`config.mk`:
```
export PLATFORM = sky130hd
export DESIGN_NAME = vibration_motion_qualifier
export DESIGN_NICKNAME = d
export VERILOG_FILES = /design/src/vmq_pkg.sv /design/src/vibration_motion_qualifier.sv
export SDC_FILE = /design/constraint.sdc
export NUM_CORES = 1
export LEC_CHECK = 0
export BUFFER_PORTS_ARGS = -buffer_cell sky130_fd_sc_hd__buf_4
export CAP_MARGIN = 20
export CORE_MARGIN = 3
export CORE_UTILIZATION = 60
export CTS_BUF_LIST = sky130_fd_sc_hd__clkbuf_2 sky130_fd_sc_hd__clkbuf_4 sky130_fd_sc_hd__clkbuf_8
export CTS_CLUSTER_DIAMETER = 40
export CTS_CLUSTER_SIZE = 28
export DETAILED_ROUTE_END_ITERATION = 6
export PLACE_DENSITY = 0.87
export SETUP_SLACK_MARGIN = 0.3
export SYNTH_ARGS = -nofsm -noshare
export SYNTH_HDL_FRONTEND = slang
export SYNTH_SLANG_ARGS = --single-unit
```
`constraint.sdc`:
```
create_clock -name clk -period 29.1 [get_ports clk]
set_input_delay 2.91 -clock clk [delete_from_list [all_inputs] [get_ports clk]]
set_output_delay 2.91 -clock clk [all_outputs]
set_load 0.01 [all_outputs]
```
`src/vmq_pkg.sv`:
```
// Shared constants, register indexes and helper functions for the
// vibration motion qualifier. No dependencies.
package vmq_pkg;

  localparam int AGE_BITS     = 24;
  localparam int OUT_BITS     = 24;
  localparam int EDGE_BITS    = 8;
  localparam int CP_BITS      = 4;
  localparam int CW_BITS      = 16;
  localparam int LIM_BITS     = 24;
  localparam int CFG_BITS     = 24;
  localparam int CFG_IDX_BITS = 2;

  typedef logic [AGE_BITS-1:0] age_t;
  typedef logic [CW_BITS-1:0]  win_t;
  typedef logic [CP_BITS-1:0]  tally_t;
  typedef logic [LIM_BITS-1:0] limit_t;
  typedef logic [OUT_BITS-1:0] out_age_t;

  localparam logic [CFG_IDX_BITS-1:0] REG_CONFIRM_PULSES = 2'd0;
  localparam logic [CFG_IDX_BITS-1:0] REG_CONFIRM_WINDOW = 2'd1;
  localparam logic [CFG_IDX_BITS-1:0] REG_QUIET_LIMIT    = 2'd2;
  localparam logic [CFG_IDX_BITS-1:0] REG_LINK_HOLD      = 2'd3;

  localparam tally_t RST_CONFIRM_PULSES = 4'd3;
  localparam win_t   RST_CONFIRM_WINDOW = 16'd3000;
  localparam limit_t RST_QUIET_LIMIT    = 24'd120000;
  localparam limit_t RST_LINK_HOLD      = 24'd60000;

  localparam age_t     AGE_MAX = '1;
  localparam win_t     WIN_MAX = '1;
  localparam out_age_t OUT_MAX = '1;

  function automatic age_t age_inc(input age_t a);
    return (a == AGE_MAX) ? a : a + age_t'(1);
  endfunction

  function automatic win_t win_inc(input win_t a);
    return (a == WIN_MAX) ? a : a + win_t'(1);
  endfunction

  // age below a 24-bit limit, compared at a common width
  function automatic logic below(input age_t a, input limit_t l);
    return 33'(a) < 33'(l);
  endfunction

  function automatic out_age_t clip_out(input age_t a);
    logic [32:0] w;
    w = 33'(a);
    return (w > 33'(OUT_MAX)) ? OUT_MAX : w[OUT_BITS-1:0];
  endfunction

endpackage

```
`src/vibration_motion_qualifier.sv`:
```
// Vibration motion qualifier top level: one tick request in, one flag/age result out.
// Depends on vmq_pkg.
//
//   channel   handshake              payload
//   in        in_valid / in_ready    edge_count, link_packet, wake_pin_low, usb_powered
//   out       out_valid / out_ready  moving .. link_quiet_ticks
//   cfg       cfg_we (no wait)       cfg_index, cfg_data
//
// One request per cycle while out_ready is high: state update and result are computed in one pass and
// land in the state and result registers on the accepting edge.
// Result appears the cycle after acceptance; a held result still lets the next
// request in once out_ready is high (in_ready = !out_valid || out_ready).
// Synchronous active-high reset restores register defaults and clears all ages.
module vibration_motion_qualifier (
  input  logic                            clk,
  input  logic                            rst,
  input  logic                            cfg_we,
  input  logic [vmq_pkg::CFG_IDX_BITS-1:0] cfg_index,
  input  logic [vmq_pkg::CFG_BITS-1:0]    cfg_data,
  input  logic                            in_valid,
  output logic                            in_ready,
  input  logic [vmq_pkg::EDGE_BITS-1:0]   edge_count,
  input  logic                            link_packet,
  input  logic                            wake_pin_low,
  input  logic                            usb_powered,
  output logic                            out_valid,
  input  logic                            out_ready,
  output logic                            moving,
  output logic                            candidate_open,
  output logic                            candidate_rejected,
  output logic                            confirmed_now,
  output logic                            link_active,
  output logic                            sleep_blocked,
  output logic [vmq_pkg::OUT_BITS-1:0]    quiet_ticks,
  output logic [vmq_pkg::OUT_BITS-1:0]    link_quiet_ticks
);

  vmq_pkg::tally_t confirm_pulses;
  vmq_pkg::win_t   confirm_window;
  vmq_pkg::limit_t quiet_limit;
  vmq_pkg::limit_t link_hold;

  logic            motion_seen, motion_seen_next;
  vmq_pkg::age_t   motion_age, motion_age_next;
  vmq_pkg::age_t   uptime_age, uptime_age_next;
  vmq_pkg::tally_t pulse_tally, pulse_tally_next;
  vmq_pkg::win_t   window_age, window_age_next;
  logic            window_open, window_open_next;
  logic            rejected_flag, rejected_flag_next;
  logic            link_seen, link_seen_next;
  vmq_pkg::age_t   link_age, link_age_next;

  logic            confirmed_next, moving_next, link_act_next;
  logic            accept;

  // scratch for the candidate window path
  vmq_pkg::tally_t need, take;
  logic            restart;

  assign in_ready = !out_valid || out_ready;
  assign accept   = in_valid && in_ready;

  always_comb begin
    motion_seen_next   = motion_seen;
    motion_age_next    = vmq_pkg::age_inc(motion_age);
    uptime_age_next    = vmq_pkg::age_inc(uptime_age);
    link_age_next      = vmq_pkg::age_inc(link_age);
    window_age_next    = vmq_pkg::win_inc(window_age);
    link_seen_next     = link_seen;
    pulse_tally_next   = pulse_tally;
    window_open_next   = window_open;
    rejected_flag_next = rejected_flag;
    confirmed_next     = 1'b0;
    need               = '0;
    take               = '0;
    restart            = 1'b0;

    if (link_packet) begin
      link_seen_next = 1'b1;
      link_age_next  = '0;
    end

    if (edge_count != '0) begin
      if (motion_seen && vmq_pkg::below(motion_age_next, quiet_limit)) begin
        // live session: edges only refresh it
        motion_age_next    = '0;
        pulse_tally_next   = '0;
        window_age_next    = '0;
        window_open_next   = 1'b0;
        rejected_flag_next = 1'b0;
      end else begin
        restart = !window_open || (window_age_next > confirm_window);
        if (restart) begin
          pulse_tally_next   = '0;
          window_age_next    = '0;
          window_open_next   = 1'b1;
          rejected_flag_next = 1'b0;
        end
        need = (confirm_pulses > pulse_tally_next) ? confirm_pulses - pulse_tally_next : '0;
        take = (edge_count < {4'd0, need}) ? edge_count[vmq_pkg::CP_BITS-1:0] : need;
        pulse_tally_next = pulse_tally_next + take;
        if (pulse_tally_next >= confirm_pulses) begin
          motion_seen_next   = 1'b1;
          motion_age_next    = '0;
          pulse_tally_next   = '0;
          window_age_next    = '0;
          window_open_next   = 1'b0;
          rejected_flag_next = 1'b0;
          confirmed_next     = 1'b1;
        end
      end
    end

    if (window_open_next && (window_age_next >= confirm_window)) begin
      pulse_tally_next   = '0;
      window_age_next    = '0;
      window_open_next   = 1'b0;
      rejected_flag_next = 1'b1;
    end

    moving_next   = motion_seen_next && vmq_pkg::below(motion_age_next, quiet_limit);
    link_act_next = link_seen_next && vmq_pkg::below(link_age_next, link_hold);
  end

  // configuration registers
  always_ff @(posedge clk) begin
    if (rst) begin
      confirm_pulses <= vmq_pkg::RST_CONFIRM_PULSES;
      confirm_window <= vmq_pkg::RST_CONFIRM_WINDOW;
      quiet_limit    <= vmq_pkg::RST_QUIET_LIMIT;
      link_hold      <= vmq_pkg::RST_LINK_HOLD;
    end else if (cfg_we) begin
      case (cfg_index)
        vmq_pkg::REG_CONFIRM_PULSES: confirm_pulses <= cfg_data[vmq_pkg::CP_BITS-1:0];
        vmq_pkg::REG_CONFIRM_WINDOW: confirm_window <= cfg_data[vmq_pkg::CW_BITS-1:0];
        vmq_pkg::REG_QUIET_LIMIT:    quiet_limit    <= cfg_data[vmq_pkg::LIM_BITS-1:0];
        vmq_pkg::REG_LINK_HOLD:      link_hold      <= cfg_data[vmq_pkg::LIM_BITS-1:0];
        default: ;
      endcase
    end
  end

  // tick state
  always_ff @(posedge clk) begin
    if (rst) begin
      motion_seen   <= 1'b0;
      motion_age    <= '0;
      uptime_age    <= '0;
      pulse_tally   <= '0;
      window_age    <= '0;
      window_open   <= 1'b0;
      rejected_flag <= 1'b0;
      link_seen     <= 1'b0;
      link_age      <= '0;
    end else if (accept) begin
      motion_seen   <= motion_seen_next;
      motion_age    <= motion_age_next;
      uptime_age    <= uptime_age_next;
      pulse_tally   <= pulse_tally_next;
      window_age    <= window_age_next;
      window_open   <= window_open_next;
      rejected_flag <= rejected_flag_next;
      link_seen     <= link_seen_next;
      link_age      <= link_age_next;
    end
  end

  // result register
  always_ff @(posedge clk) begin
    if (rst) begin
      out_valid <= 1'b0;
    end else if (accept) begin
      out_valid <= 1'b1;
    end else if (out_ready) begin
      out_valid <= 1'b0;
    end
  end

  always_ff @(posedge clk) begin
    if (accept) begin
      moving             <= moving_next;
      candidate_open     <= window_open_next;
      candidate_rejected <= rejected_flag_next;
      confirmed_now      <= confirmed_next;
      link_active        <= link_act_next;
      sleep_blocked      <= usb_powered || wake_pin_low || window_open_next ||
                            moving_next || link_act_next;
      quiet_ticks        <= vmq_pkg::clip_out(motion_seen_next ? motion_age_next
                                                               : uptime_age_next);
      link_quiet_ticks   <= link_seen_next ? vmq_pkg::clip_out(link_age_next)
                                           : vmq_pkg::OUT_MAX;
    end
  end

endmodule

```
==> metrics.txt, run 1 <==
Pwr Density 50.9 mW/mm^2; via count 11900; Finish-stage setup viols 0; Commonest cells post-synth nand2_1, dfxtp_1, a21oi_1; num ports 98; most frequent CP cell ha_1; TritonCTS clock tree done; Num CTS Buffers 35; Num Clock Sinks 219; Avg Cell Area, Syn 8.32 sq um; post-route met1 wirelength 14300 um; share of cells above drive strength 1 0.123; PortBufs 97; clock-pin slew on the worst setup and hold paths 0.07 ns; Antenna Nets Post-Route 0; Arrival @ worst endpoint 11.22 ns; Max-slew headroom 0.283; post-layout instance area 0.0149 sq mm; Hold Fails Final Rpt 0; CTS Buffer Depth 3; Core Area 0.0213 sq mm; post-synthesis register bit count 219; predominant post-synthesis flop cell dfxtp_1; DR pass1 iterations 5; nets 1815; Detailed Place HPWL 24900 um; largest net degree at the start of global routing 64; RSZ-0062 raised after global routing no; final core occ 0.699; drt drc 0; crit path kind reg -> reg; met3 wire len 2740 um; Root Buffer clkbuf_8; Final period util 0.371; class of the worst hold path reg -> reg; top cell type's share of synthesized area 0.251; global-route wire length before repair 56200 um; vias in the first global route 11300; vias per cell 6.11; synth warn 0; highest clock rate 92.7 MHz; DIE AREA 0.0237 sq mm; FILL cells 1620; DR top layer met4; Placer Congestion 0.993; skew final 0.0235 ns; setup TNS 0 ns; drt initial violations 912; Distinct cells, synth 70; insertion delay to the later sink of the worst-skew pair 0.54 ns; most common cell in the netlist nand2_1; routed len/inst 17.8 um; Tmin final 10.78 ns; drt total wl 34800 um; quantity of hold-fixing buffers added after cts 0; buffer count from post-CTS setup fixing 0; WL met2 16500 um; VDD IR-drop max 38.0 uV; largest cells by area after synthesis dfxtp_1, edfxtp_1, ha_1; Post-DP Area 0.0140 sq mm; Synth Cell Area 0.0132 sq mm; total global-route track usage 0.286; Critical Path Sink Type register; Yosys top cell by area dfxtp_1; Slew @ Worst Pin 1.07 ns; status completed; area grow syn2layout 13.1%; CP Max Fanout 17; row cnt 53; CTS H-tree lvls 2; Initial Utilization 0.618; Post-synth EDFFs 54; initial antenna violation count 0; LEAKAGE 6.38 nW; Required @ worst endpoint 29.53 ns; max-cap violation count 0; crit path launch type register; Congestion Overflow GR 0; Slew Limit Fails 0; Post-CTS Resized 0; Gate Count Post-Synth 1581; Async S/R FF share, synth 0; max incr delay on CP 0.53 ns; die width 154 um; slowest CP cell o21a_1; die height 154 um; number of diodes 0; Mapped Nets 1744; Seq/Total Area, Yosys 0.374
==> critical path, delay by kind of cell, from the launching register on <==
kind	cells	cell delay, ns
AO/OA/AOI/OAI	16	3.72
adder cells (fa/ha/maj)	7	1.99
AND/OR/NAND/NOR	17	3.73
XOR/XNOR	3	0.63
flip-flops	1	0.41
buffers and inverters	3	0.22
==> layer usage <==
metal  GRT usage  vias up
met3      0.0462      101
met2       0.474      506
met4       0.121        0
li1            -     5693
met1       0.371     5635
met5           0        -
==> registers in the layout, summed over array words and instances (netlist names), 4 cells and up <==
| signal | cells |
|---|---|
| link_age | 24 |
| link_hold | 24 |
| link_quiet_ticks | 24 |
| motion_age | 24 |
| quiet_limit | 24 |
| quiet_ticks | 24 |
| uptime_age | 24 |
| confirm_window | 16 |
| window_age | 16 |
| confirm_pulses | 4 |
| pulse_tally | 4 |
==> final cells by class <==
type / instances / area (sq um) / area share
clock buffer: 43 / 579 / 0.0389
clock inverter: 20 / 225 / 0.0151
inverter: 120 / 452 / 0.0304
multi-input combinational: 1168 / 7520 / 0.505
sequential: 219 / 4920 / 0.331
tap: 275 / 344 / 0.0231
timing repair buffer: 108 / 838 / 0.0563
==> cell families after synthesis <==
logic type / share of synthesized area
AO/OA/AOI/OAI: 0.172
multiplexers: 0.00561
buffers and inverters: 0.0556
adder cells (fa/ha/maj): 0.116
flip-flops: 0.374
AND/OR/NAND/NOR: 0.210
XOR/XNOR: 0.0658
==> power breakdown <==
part	switching (mW)	total (mW)	internal (mW)
combinational	0.0739	0.115	0.0407
sequential	0.00711	0.338	0.331
clock	0.140	0.305	0.165
==> through the flow <==
step           hold WS (ns)  instances  setup WS, ns  power, mW
3_3_place_gp          0.443       1888         18.82      0.454
2_1_floorplan         0.436       1581         19.86      0.411
5_1_grt               0.479       1953         17.43      0.788
4_1_cts               0.458       1951         18.40      0.760
3_5_place_dp          0.448       1888         18.44      0.457
6_report              0.457       1953         18.32      0.758
==> path summary, 6_finish.rpt <==
check	from	to	slack [ns]	cells past startpoint
setup / recovery	window_age[4]$_SDFFE_PP0P_	window_age[7]$_SDFFE_PP0P_	18.32	46
hold / removal	link_hold[2]$_SDFFE_PP0P_	link_hold[2]$_SDFFE_PP0P_	0.46	2
setup reg to reg	window_age[4]$_SDFFE_PP0P_	window_age[7]$_SDFFE_PP0P_	18.32	46
hold reg to reg	link_hold[2]$_SDFFE_PP0P_	link_hold[2]$_SDFFE_PP0P_	0.46	2
==> layout by cell type (no fill, tap or decap), types with 4 or more instances in the layout <==
| cell type | Yosys | routed |
|---|---|---|
| nor2_1 | 115 | 113 |
| ha_1 | 119 | 119 |
| nor2b_1 | 8 | 8 |
| or2_2 | 9 | 9 |
| and4_1 | 12 | 12 |
| buf_4 | 0 | 106 |
| a211oi_1 | 6 | 6 |
| mux2i_1 | 4 | 4 |
| o211ai_1 | 28 | 28 |
| o31ai_1 | 4 | 4 |
| clkinv_2 | 0 | 6 |
| dfxtp_1 | 165 | 165 |
| a21boi_2 | 4 | 4 |
| clkbuf_8 | 0 | 41 |
| a21o_1 | 27 | 27 |
| a31oi_1 | 10 | 10 |
| o21ai_0 | 49 | 49 |
| inv_6 | 0 | 5 |
| xnor2_1 | 36 | 36 |
| o32ai_1 | 4 | 4 |
| nor3_1 | 18 | 18 |
| a41oi_1 | 5 | 5 |
| a22o_1 | 18 | 18 |
| nand4_1 | 33 | 33 |
| edfxtp_1 | 54 | 54 |
| inv_8 | 0 | 4 |
| and2_1 | 13 | 13 |
| xor2_1 | 61 | 61 |
| and3_1 | 25 | 25 |
| inv_1 | 119 | 118 |
| nor4_1 | 9 | 9 |
| a21oi_1 | 159 | 158 |
| nand3_1 | 66 | 66 |
| nand2b_1 | 6 | 6 |
| a21boi_1 | 7 | 7 |
| o21ai_1 | 28 | 28 |
| or3_1 | 18 | 18 |
| nand2_1 | 221 | 221 |
(Power assumes the default switching activity.)
==> inputs of run 2 (changes only) <==
==> constraint.sdc (replaced) <==
create_clock -name clk -period 10.4 [get_ports clk]
set_input_delay 1.04 -clock clk [delete_from_list [all_inputs] [get_ports clk]]
set_output_delay 1.04 -clock clk [all_outputs]
set_load 0.01 [all_outputs]
==> run 2 against run 1 <==
Effect of this change:
- die area stayed put
- first-iteration DRC count is 23% higher
- critical path depth is 1 lower
- largest cell class unchanged
- critical endpoint is now sleep_blocked$_DFFE_PP_
- critical path type unchanged
- fmax is 9.4% higher
- worst hold slack better by 0.0036 ns
- largest power group unchanged
==> metrics.txt, run 2 (same netlist as run 1, synthesis figures left out) <==
FILL cells 1582; total global-route track usage 0.286; WL met2 16900 um; number of diodes 0; LEAKAGE 6.41 nW; DR top layer met4; die width 154 um; Required @ worst endpoint 10.71 ns; TritonCTS clock tree done; drt initial violations 1125; Congestion Overflow GR 0; Detailed Place HPWL 25200 um; routed len/inst 18.2 um; Final period util 0.947; Core Area 0.0213 sq mm; DIE AREA 0.0237 sq mm; Root Buffer clkbuf_8; drt total wl 35600 um; PortBufs 97; final core occ 0.706; CP Max Fanout 14; die height 154 um; setup TNS 0 ns; Min Hold Slack 0.461 ns; class of the worst hold path reg -> reg; share of cells above drive strength 1 0.141; highest clock rate 101 MHz; status completed; area occupied by multi-input gates 0.00766 sq mm; Finish-stage setup viols 0; DR pass1 iterations 5; drt drc 0; nets 1822; crit path kind reg -> reg; skew final 0.0160 ns; Num CTS Buffers 30; CTS H-tree lvls 1; Hold Fails Final Rpt 0; CTS Buffer Depth 3; Initial Utilization 0.618; Antenna Nets Post-Route 0; VDD IR-drop max 110 uV; max incr delay on CP 0.50 ns; Critical Path Sink Type register; slowest CP cell fa_1; Pwr Density 139 mW/mm^2; global-route wire length before repair 56700 um; initial antenna violation count 0; num ports 98; commonest non-fill, non-tap cell in the layout nand2_1; Tmin final 9.85 ns; max-cap violation count 0; Sequential cell area 0.00493 sq mm; largest net degree at the start of global routing 64; via count 12100; DP Worst Slack 0.132 ns; clock-pin slew on the worst setup and hold paths 0.08 ns; Num Clock Sinks 219; Arrival @ worst endpoint 10.16 ns; row cnt 53; area grow syn2layout 14.3%; met3 wire len 2640 um; vias per cell 6.16; crit path launch type register; worst setup margin 0.547 ns; Slew Limit Fails 0; post-route met1 wirelength 14600 um; RSZ-0062 raised after global routing no; most frequent cells in the layout nand2_1, dfxtp_1, a21oi_1; quantity of hold-fixing buffers added after cts 0; Placer Congestion 0.971; Slew @ Worst Pin 1.11 ns; Max-slew headroom 0.257; vias in the first global route 11400; insertion delay to the later sink of the worst-skew pair 0.57 ns
[run 2: changes by cell type in the layout (fill, tap and decap cells not counted), sizes merged]
cell	change
buf	+12
clkinvlp	-2
clkinv	+6
clkbuf	-11
inv	-2
bufinv	+2
[run 2: critical path: cells and delay by family (launching register included)]
kind | cells | cell delay, ns
compound gates | 14 | 2.48
xor+xnor | 1 | 0.19
fa+ha+maj | 8 | 2.18
buf+inv | 6 | 0.69
flops | 1 | 0.44
simple gates | 16 | 3.59
[run 2: metrics by stage]
step | power [mW] | instances | instance area [sq um]
after floorplan | 1.15 | 1581 | 13200
after global placement | 1.28 | 1896 | 14100
after detailed placement | 1.29 | 1897 | 14100
after CTS | 2.08 | 1953 | 14900
after global routing | 2.16 | 1958 | 15000
final | 2.09 | 1958 | 15000
[run 2: path summary, 6_finish.rpt]
path	startpoint	endpoint	slack, ns	cells after the start
max reg2reg	window_age[9]$_SDFFE_PP0P_	sleep_blocked$_DFFE_PP_	0.55	45
min	link_hold[7]$_SDFFE_PP0P_	link_hold[7]$_SDFFE_PP0P_	0.46	2
min reg2reg	link_hold[7]$_SDFFE_PP0P_	link_hold[7]$_SDFFE_PP0P_	0.46	2
max	window_age[9]$_SDFFE_PP0P_	sleep_blocked$_DFFE_PP_	0.55	45
[run 2: final cells by class]
| class | count | share of cell area |
|---|---|---|
| clock buffers | 32 | 0.0289 |
| multi-input cells | 1168 | 0.510 |
| inverters | 120 | 0.0300 |
| clock inverters | 24 | 0.0201 |
| flip-flops and latches | 219 | 0.328 |
| well taps | 275 | 0.0229 |
| repair buffers | 120 | 0.0607 |
[run 2: where the power goes]
part           leakage [nW]  internal (mW)  switching [mW]  total [mW]
sequential             1.87          0.926          0.0195       0.946
combinational          4.16          0.122           0.217       0.339
clock                 0.379          0.427           0.374       0.801
[run 2: repair_timing]
action,4_1_cts,5_1_grt
endpoints found under the setup margin,13,26
gates resized for setup,2,36
pin swaps,0,7
buffers inserted,0,5
[run 2: per-layer routing]
| metal | GRT usage | vias up |
|---|---|---|
| li1 | - | 5707 |
| met2 | 0.475 | 555 |
| met3 | 0.0388 | 127 |
| met4 | 0.110 | 0 |
| met1 | 0.379 | 5673 |
| met5 | 0 | - |
